$ cat src/rtl/cws_pkg.sv
// Shared definitions for the comment and whitespace stripper.
// Holds the scan mode type, the character codes and the whitespace test.
// No dependencies.
`default_nettype none

package cws_pkg;

    // Scan modes of the stripper
    typedef enum logic [2:0] {
        MODE_NORMAL     = 3'd0,
        MODE_SLASH      = 3'd1,
        MODE_LINE_CMT   = 3'd2,
        MODE_BLOCK      = 3'd3,
        MODE_BLOCK_STAR = 3'd4
    } scan_mode_t;

    localparam logic [7:0] CHAR_NUL     = 8'h00;
    localparam logic [7:0] CHAR_NEWLINE = 8'h0A;
    localparam logic [7:0] CHAR_SLASH   = 8'h2F;
    localparam logic [7:0] CHAR_STAR    = 8'h2A;
    localparam logic [7:0] CHAR_SPACE   = 8'h20;
    localparam logic [7:0] CHAR_TAB     = 8'h09;
    localparam logic [7:0] CHAR_VTAB    = 8'h0B;
    localparam logic [7:0] CHAR_FFEED   = 8'h0C;
    localparam logic [7:0] CHAR_CR      = 8'h0D;

    // Space, tab, newline, vertical tab, form feed and carriage return.
    function automatic logic is_space(input logic [7:0] c);
        is_space = (c == CHAR_SPACE) || (c == CHAR_TAB) || (c == CHAR_NEWLINE) ||
                   (c == CHAR_VTAB) || (c == CHAR_FFEED) || (c == CHAR_CR);
    endfunction

endpackage

`default_nettype wire

$ cat src/rtl/comment_whitespace_stripper.sv
// Top level of the comment and whitespace stripper.
// Holds the scanner state and result decode; results queue in cws_fifo.
// Depends on cws_pkg and cws_fifo.
//
//  Channel   Direction  tdata                                  tuser / tlast
//  s_axis    in         char_code                              -
//  m_axis    out        out_char, line_number, column_number   gap_before, end_of_text / last
//
// One source byte is taken per cycle; each byte is decoded in the cycle it is
// accepted and its zero, one or two results are written into a four-entry
// queue, from which one result beat leaves per cycle while m_axis is ready. A
// byte that yields two results (a flushed slash) takes two output beats. Input
// is taken while the queue has room for two results. Reset puts the scanner at
// line 1, column 1 in normal mode and empties the queue.
`default_nettype none

module comment_whitespace_stripper
    import cws_pkg::*;
#(
    parameter int LINE_BITS   = 16,
    parameter int COLUMN_BITS = 12
) (
    input  wire logic       clk,
    input  wire logic       rst_n,
    input  wire logic       s_axis_tvalid,
    output logic            s_axis_tready,
    input  wire logic [7:0] s_axis_tdata,   // [7:0] char_code
    output logic            m_axis_tvalid,
    input  wire logic       m_axis_tready,
    // out_char, then line_number, then column_number, zero filled to bytes
    output logic [((8 + LINE_BITS + COLUMN_BITS + 7) / 8) * 8 - 1:0] m_axis_tdata,
    output logic [1:0]      m_axis_tuser,   // [0] gap_before, [1] end_of_text
    output logic            m_axis_tlast
);

    localparam int TDATA_W = ((8 + LINE_BITS + COLUMN_BITS + 7) / 8) * 8;
    localparam int ENTRY_W = 8 + LINE_BITS + COLUMN_BITS + 3;
    localparam logic [LINE_BITS-1:0]   LINE_MAX = {LINE_BITS{1'b1}};
    localparam logic [COLUMN_BITS-1:0] COL_MAX  = {COLUMN_BITS{1'b1}};
    localparam logic [LINE_BITS-1:0]   LINE_ONE = LINE_BITS'(1);
    localparam logic [COLUMN_BITS-1:0] COL_ONE  = COLUMN_BITS'(1);

    // Scanner state
    scan_mode_t             mode_reg, mode_next;
    logic [LINE_BITS-1:0]   line_reg, line_next;
    logic [COLUMN_BITS-1:0] col_reg, col_next;
    logic [LINE_BITS-1:0]   held_line_reg, held_line_next;
    logic [COLUMN_BITS-1:0] held_col_reg, held_col_next;
    logic                   gap_reg, gap_next;
    logic                   held_gap_reg, held_gap_next;

    logic                   accept;
    logic [7:0]             c;
    logic                   c_space;
    logic [LINE_BITS-1:0]   adv_line;
    logic [COLUMN_BITS-1:0] adv_col;

    // Result decode
    logic [1:0]             res_count;
    logic [7:0]             r0_char, r1_char;
    logic [LINE_BITS-1:0]   r0_line, r1_line;
    logic [COLUMN_BITS-1:0] r0_col, r1_col;
    logic                   r0_gap, r1_gap;
    logic                   r0_eot, r1_eot;
    logic [ENTRY_W-1:0]     entry0, entry1, head;
    logic                   fifo_room;

    assign accept  = s_axis_tvalid && s_axis_tready;
    assign c       = s_axis_tdata;
    assign c_space = is_space(c);

    // Position after this byte, both counters saturating.
    always_comb
    begin
        adv_line = line_reg;
        adv_col  = col_reg;
        if (c == CHAR_NEWLINE)
        begin
            if (line_reg != LINE_MAX)
            begin
                adv_line = line_reg + LINE_ONE;
            end
            adv_col = COL_ONE;
        end
        else if (col_reg != COL_MAX)
        begin
            adv_col = col_reg + COL_ONE;
        end
    end

    // Next scanner state.
    always_comb
    begin
        mode_next      = mode_reg;
        line_next      = adv_line;
        col_next       = adv_col;
        held_line_next = held_line_reg;
        held_col_next  = held_col_reg;
        gap_next       = gap_reg;
        held_gap_next  = held_gap_reg;
        if (c == CHAR_NUL)
        begin
            // End of text: everything returns to its reset value.
            mode_next      = MODE_NORMAL;
            line_next      = LINE_ONE;
            col_next       = COL_ONE;
            held_line_next = LINE_ONE;
            held_col_next  = COL_ONE;
            gap_next       = 1'b0;
            held_gap_next  = 1'b0;
        end
        else
        begin
            unique case (mode_reg)
                MODE_SLASH:
                begin
                    if (c == CHAR_SLASH)
                    begin
                        mode_next = MODE_LINE_CMT;
                        gap_next  = 1'b1;
                    end
                    else if (c == CHAR_STAR)
                    begin
                        mode_next = MODE_BLOCK;
                        gap_next  = 1'b1;
                    end
                    else
                    begin
                        // Held slash is flushed; byte is then handled as normal.
                        mode_next = MODE_NORMAL;
                        gap_next  = c_space;
                    end
                end
                MODE_LINE_CMT:
                begin
                    if (c == CHAR_NEWLINE)
                    begin
                        mode_next = MODE_NORMAL;
                    end
                end
                MODE_BLOCK:
                begin
                    if (c == CHAR_STAR)
                    begin
                        mode_next = MODE_BLOCK_STAR;
                    end
                end
                MODE_BLOCK_STAR:
                begin
                    if (c == CHAR_SLASH)
                    begin
                        mode_next = MODE_NORMAL;
                    end
                    else if (c != CHAR_STAR)
                    begin
                        mode_next = MODE_BLOCK;
                    end
                end
                default:
                begin
                    mode_next = MODE_NORMAL;
                    if (c_space)
                    begin
                        gap_next = 1'b1;
                    end
                    else if (c == CHAR_SLASH)
                    begin
                        held_line_next = line_reg;
                        held_col_next  = col_reg;
                        held_gap_next  = gap_reg;
                        gap_next       = 1'b0;
                        mode_next      = MODE_SLASH;
                    end
                    else
                    begin
                        gap_next = 1'b0;
                    end
                end
            endcase
        end
    end

    always_ff @(posedge clk or negedge rst_n)
    begin
        if (!rst_n)
        begin
            mode_reg      <= MODE_NORMAL;
            line_reg      <= LINE_ONE;
            col_reg       <= COL_ONE;
            held_line_reg <= LINE_ONE;
            held_col_reg  <= COL_ONE;
            gap_reg       <= 1'b0;
            held_gap_reg  <= 1'b0;
        end
        else if (accept)
        begin
            mode_reg      <= mode_next;
            line_reg      <= line_next;
            col_reg       <= col_next;
            held_line_reg <= held_line_next;
            held_col_reg  <= held_col_next;
            gap_reg       <= gap_next;
            held_gap_reg  <= held_gap_next;
        end
    end

    // Results caused by this byte.
    always_comb
    begin
        res_count = 2'd0;
        r0_char   = c;
        r0_line   = line_reg;
        r0_col    = col_reg;
        r0_gap    = gap_reg;
        r0_eot    = 1'b0;
        r1_char   = c;
        r1_line   = line_reg;
        r1_col    = col_reg;
        r1_gap    = 1'b0;
        r1_eot    = 1'b0;
        if (c == CHAR_NUL)
        begin
            if (mode_reg == MODE_SLASH)
            begin
                // Flushed slash, then the end marker.
                res_count = 2'd2;
                r0_char   = CHAR_SLASH;
                r0_line   = held_line_reg;
                r0_col    = held_col_reg;
                r0_gap    = held_gap_reg;
                r1_char   = CHAR_NUL;
                r1_gap    = gap_reg;
                r1_eot    = 1'b1;
            end
            else
            begin
                res_count = 2'd1;
                r0_char   = CHAR_NUL;
                r0_eot    = 1'b1;
            end
        end
        else
        begin
            unique case (mode_reg)
                MODE_SLASH:
                begin
                    if (c != CHAR_SLASH && c != CHAR_STAR)
                    begin
                        r0_char = CHAR_SLASH;
                        r0_line = held_line_reg;
                        r0_col  = held_col_reg;
                        r0_gap  = held_gap_reg;
                        // An ordinary byte follows the slash without a gap.
                        res_count = c_space ? 2'd1 : 2'd2;
                    end
                end
                MODE_LINE_CMT, MODE_BLOCK, MODE_BLOCK_STAR:
                begin
                    res_count = 2'd0;
                end
                default:
                begin
                    if (!c_space && c != CHAR_SLASH)
                    begin
                        res_count = 2'd1;
                    end
                end
            endcase
        end
    end

    // Queue entries: {last, end_of_text, gap_before, column, line, char}.
    assign entry0 = {(res_count == 2'd1), r0_eot, r0_gap, r0_col, r0_line, r0_char};
    assign entry1 = {1'b1, r1_eot, r1_gap, r1_col, r1_line, r1_char};

    cws_fifo #(
        .WIDTH (ENTRY_W)
    ) u_fifo (
        .clk          (clk),
        .rst_n        (rst_n),
        .push_count   (accept ? res_count : 2'd0),
        .push_data0   (entry0),
        .push_data1   (entry1),
        .pop          (m_axis_tvalid && m_axis_tready),
        .head_data    (head),
        .not_empty    (m_axis_tvalid),
        .room_for_two (fifo_room)
    );

    assign s_axis_tready = fifo_room;

    // Output beat from the queue head.
    assign m_axis_tdata = TDATA_W'(head[8 + LINE_BITS + COLUMN_BITS - 1:0]);
    assign m_axis_tuser = head[ENTRY_W-2:ENTRY_W-3];
    assign m_axis_tlast = head[ENTRY_W-1];

endmodule

`default_nettype wire

$ cat src/rtl/cws_fifo.sv
// Four-entry result queue for the comment and whitespace stripper.
// Takes up to two entries per cycle and gives one per cycle from the head while pop is high.
// Depends on no package.
`default_nettype none

module cws_fifo #(
    parameter int WIDTH = 39
) (
    input  wire logic             clk,
    input  wire logic             rst_n,
    input  wire logic [1:0]       push_count,
    input  wire logic [WIDTH-1:0] push_data0,
    input  wire logic [WIDTH-1:0] push_data1,
    input  wire logic             pop,
    output logic [WIDTH-1:0]      head_data,
    output logic                  not_empty,
    output logic                  room_for_two
);

    localparam int DEPTH = 4;
    localparam int PTR_W = $clog2(DEPTH);

    logic [WIDTH-1:0] entry_reg [DEPTH];
    logic [PTR_W-1:0] wr_ptr_reg, wr_ptr_next;
    logic [PTR_W-1:0] rd_ptr_reg, rd_ptr_next;
    logic [PTR_W:0]   count_reg, count_next;
    logic [PTR_W-1:0] wr_ptr_plus1;

    assign wr_ptr_plus1 = wr_ptr_reg + PTR_W'(1);

    // Pointer and fill count update.
    always_comb
    begin
        wr_ptr_next = wr_ptr_reg + PTR_W'(push_count);
        rd_ptr_next = rd_ptr_reg + PTR_W'(pop);
        count_next  = count_reg + (PTR_W + 1)'(push_count) - (PTR_W + 1)'(pop);
    end

    always_ff @(posedge clk or negedge rst_n)
    begin
        if (!rst_n)
        begin
            wr_ptr_reg <= '0;
            rd_ptr_reg <= '0;
            count_reg  <= '0;
        end
        else
        begin
            wr_ptr_reg <= wr_ptr_next;
            rd_ptr_reg <= rd_ptr_next;
            count_reg  <= count_next;
        end
    end

    // Entry storage: first entry at the write pointer, second just after it.
    always_ff @(posedge clk)
    begin
        if (push_count != 2'd0)
        begin
            entry_reg[wr_ptr_reg] <= push_data0;
        end
        if (push_count == 2'd2)
        begin
            entry_reg[wr_ptr_plus1] <= push_data1;
        end
    end

    assign head_data    = entry_reg[rd_ptr_reg];
    assign not_empty    = (count_reg != '0);
    assign room_for_two = (count_reg <= (PTR_W + 1)'(DEPTH - 2));

endmodule

`default_nettype wire
$ cat config.mk
export PLATFORM = sky130hd
export DESIGN_NAME = comment_whitespace_stripper
export DESIGN_NICKNAME = d
export VERILOG_FILES = /design/src/rtl/cws_pkg.sv /design/src/rtl/comment_whitespace_stripper.sv /design/src/rtl/cws_fifo.sv
export SDC_FILE = /design/constraint.sdc
export NUM_CORES = 1
export LEC_CHECK = 0
export BUFFER_PORTS_ARGS = -buffer_cell sky130_fd_sc_hd__buf_4
export CORE_MARGIN = 1
export CORE_UTILIZATION = 45
export CTS_BUF_LIST = sky130_fd_sc_hd__clkbuf_4
export DETAILED_ROUTE_END_ITERATION = 10
export GPL_TIMING_DRIVEN = 0
export PLACE_DENSITY = 0.69
export RECOVER_POWER = 100
export SLEW_MARGIN = 20
export SYNTH_ARGS = -nofsm -noshare
export SYNTH_HDL_FRONTEND = slang
export SYNTH_HIERARCHICAL = 1
export SYNTH_SLANG_ARGS = --single-unit
$ cat constraint.sdc
create_clock -name clk -period 8.1 [get_ports clk]
set_input_delay 1.62 -clock clk [delete_from_list [all_inputs] [get_ports clk]]
set_output_delay 1.62 -clock clk [all_outputs]
set_load 0.05 [all_outputs]
==> run_results.csv <==
group,metric,value,unit
run_status,status,"complete, but fails checks",
run_status,violations,"capacitance limit, slew limit",
cells_and_area,largest_reg_flops,156,
placement,port-buffer-count,48,
min_path,holdPathStages,2,
detailed_routing,drtAntennaViolNets,0,
timing,maxSlewHeadroom,-1.55,
setup_path,start_kind,"input port",
detailed_routing,drt_iter0_drc,564,
global_routing,gr-total-overflow,0,
floorplan,rows,58,
floorplan,dieArea,26500,um2
min_path,min-delay-start,"held_col_reg[4]",
global_routing,grt_max_degree,69,
setup_path,cp_slowest_cell,"nor2_1",
setup_path,crit_start,"s_axis_tdata[5]",
power,p_sw_frac,0.384,
power,power,3770,uW
placement,place_area,12700,um2
clock_network,root_buffer,"clkbuf_4",
setup_path,crit_family,"simple AND/OR/NAND/NOR gates",
synth,yosys_warnings,6,
clock_network,holdBufCountCts,0,
setup_path,r2r_end,"u_fifo/entry_reg[2][16]",
synth,ys_types,75,
synth,avgSynthCellArea,14.6,um2
detailed_routing,drt-vias-per-instance,5.56,
global_routing,grt_pass1_vias,7471,
power,seq_power_share,0.388,
power,p_int,2320,uW
synth,ys_seq_elements,224,
cells_and_area,design_area,13000,um2
detailed_routing,totalWireLength,26.4,mm
clock_network,cts_buffers,57,
synth,yosysMostFrequentCell,"mux2_2",
detailed_routing,vias,7211,
synth,synth_area_leaders,"edfxtp_1 (40%), mux2_2 (16%), dfrtp_1 (14%)",
clock_network,cts_tree,"built",
setup_path,worstPathArrival,6.76,ns
setup_path,timing.critical_path.mode_cell,"clkbuf_1",
timing,final.setup.tns,0,ns
global_routing,grt_use_total,0.208,
floorplan,start_util,0.460,
clock_network,post_cts.repair.setup_buffers,0,
min_path,hold_end,"held_col_reg[4]",
placement,hpwlAfterDp,17.1,mm
setup_path,cp_slowest_stage_delay,1.14,ns
synth,synth_cells,795,
timing,post-route-period-util,0.800,
job,drv_cap,2,
setup_path,required,8.38,ns
clock_network,ctsResizeCount,0,
timing,min_period,6.48,ns
synth,synth.largest_area_cell,"edfxtp_1",
detailed_routing,wire_per_inst,20.3,um
global_routing,antenna_found_initial,1,
power,irDropWorstVdd,188,uV
setup_path,cp_num_buf_inv,3,
setup_path,reg2reg_depth,12,
min_path,hold_path.class,"flop to flop",
cells_and_area,drive_gt1_frac,0.362,
floorplan,chipWidth,163,um
power,p_leak,0.00493,uW
clock_network,insertion_delay,0.67,ns
cells_and_area,fin_nets,936,
synth,synth-async-reset-ratio,0.304,
power,p_switching,1450,uW
setup_path,critPathKind,"input port to flop",
global_routing,grt_pass1_wl,41.8,mm
cells_and_area,utilization,0.517,
timing,max_freq,154,MHz
placement,placedCellCount,1187,
timing,rsz0062_at_grt,"no",
setup_path,crit_chain,"clkbuf_1, nor4_1, nand2_1, clkbuf_1, o21ai_0, mux2i_1, nor3_1, mux2i_1, nor2_1, clkbuf_1",
setup_path,regToRegSetupSlack,2.87,ns
cells_and_area,area_growth_syn_to_layout,12.4,%
synth,synth_edf_count,156,
clock_network,cts_sinks,224,
timing,hold_viol,0,
timing,finalMaxSlewViolations,84,
floorplan,die_y,163,um
clock_network,clk_pin_slew,0.06,ns
power,powerDensity,289,nW/um2
synth,synth_area,11600,um2
floorplan,coreArea,25300,um2
power,combPwrFrac,0.355,
timing,setup_viol,0,
synth,synth_ff_type,"edfxtp_1",
setup_path,critPathMaxFanout,14,
cells_and_area,layout.cells.non_filler,1296,
synth,yosysSeqAreaShare,0.550,
detailed_routing,drt_pass1_iterations,5,
clock_network,clockBufferDepth,3,
clock_network,cts_htree_levels,2,
timing,fin_worst_skew,0.0151,ns
detailed_routing,drc,0,
placement,routabilityCongestion,0.870,
setup_path,r2r-start,"mode_reg[0]",
synth,yosysTopAreaCellShare,0.403,
floorplan,num_io_pins,57,
timing,worst_pin_slew,3.83,ns
setup_path,crit_path_end_kind,"flop",
power,pwr-share-clk,0.257,
synth,yosys-top-cells-count,"mux2_2 (161), edfxtp_1 (156), dfrtp_1 (64), mux4_2 (39), nand2_1 (38)",
## routing by layer
layer / GRT usage / routed length, um / vias to the layer above
met3: 0.0362 / 1230 / 53
met5: 0 / 0 / -
li1: - / - / 3364
met1: 0.277 / 11500 / 3603
met2: 0.345 / 13000 / 191
met4: 0.0722 / 594 / 0
## power groups by stage
stage	logic (uW)	clock network [uW]	registers, uW
final	1340	970	1460
after global routing	1420	1050	1480
after CTS	1490	991	1460
after detailed placement	1490	0	1490
after global placement	1420	0	1500
after floorplan	1060	0	1470
## kinds of logic (layout without fill, tap and decap cells)
family / after synthesis / count (layout) / share of synthesized area
buffers and inverters: 76 / 239 / 0.0368
AO/OA/AOI/OAI: 92 / 92 / 0.0542
other: 2 / 10 / 0.000647
XOR/XNOR: 17 / 17 / 0.0135
adder cells (fa/ha/maj): 8 / 8 / 0.00927
flip-flops: 224 / 224 / 0.550
AND/OR/NAND/NOR: 151 / 151 / 0.0762
multiplexers: 225 / 225 / 0.259
## worst min-delay path, cell delays in order, from the launching register on
cell and delay [ns]:
dfrtp_1 0.34, nand2_1 0.05, o21ai_0 0.06
## final cells by class
| cell class | instances | area [um2] |
|---|---|---|
| inverter | 13 | 48.8 |
| timing repair buffer | 56 | 367 |
| tap | 330 | 413 |
| fill | 2200 | 12200 |
| buffer | 63 | 312 |
| clock buffer | 90 | 676 |
| multi-input combinational | 501 | 4770 |
| antenna | 2 | 5.00 |
| clock inverter | 17 | 68.8 |
| sequential | 224 | 6390 |
## placed cells by master (no fill, tap or decap), types with 5 or more instances in the layout
cell type / n
a22o_1: 20
a21oi_1: 13
or2_2: 6
o31ai_1: 7
nor2_1: 26
xor2_1: 8
nand3_1: 12
clkbuf_4: 91
or3_1: 8
and3_1: 6
dfrtp_1: 64
buf_4: 14
edfxtp_1: 156
conb_1: 8
clkinv_1: 12
nand2_1: 38
or4_1: 6
ha_1: 7
inv_1: 13
nand4_1: 8
buf_16: 5
o21ai_0: 29
xnor2_1: 8
mux2_2: 159
clkbuf_1: 86
mux2_1: 24
mux4_2: 39
## how the worst max path moves through the flow
stage / to / cells past startpoint / slack [ns]
after floorplan: u_fifo/entry_reg[0][0] / 8 / 1.02
after global placement: u_fifo/entry_reg[0][15] / 9 / -1.92
after detailed placement: u_fifo/entry_reg[2][15] / 11 / 2.36
after CTS: u_fifo/entry_reg[0][29] / 11 / 3.07
after global routing: u_fifo/entry_reg[1][11] / 10 / 1.49
final: u_fifo/entry_reg[1][11] / 10 / 1.62
## stage by stage
step / worst slack, ns / hold slack, ns
2_1_floorplan: 1.02 / 0.441
3_3_place_gp: -1.92 / 0.451
3_5_place_dp: 2.36 / 0.461
4_1_cts: 3.07 / 0.471
5_1_grt: 1.49 / 0.508
6_report: 1.62 / 0.477
(Power assumes the default switching activity.)
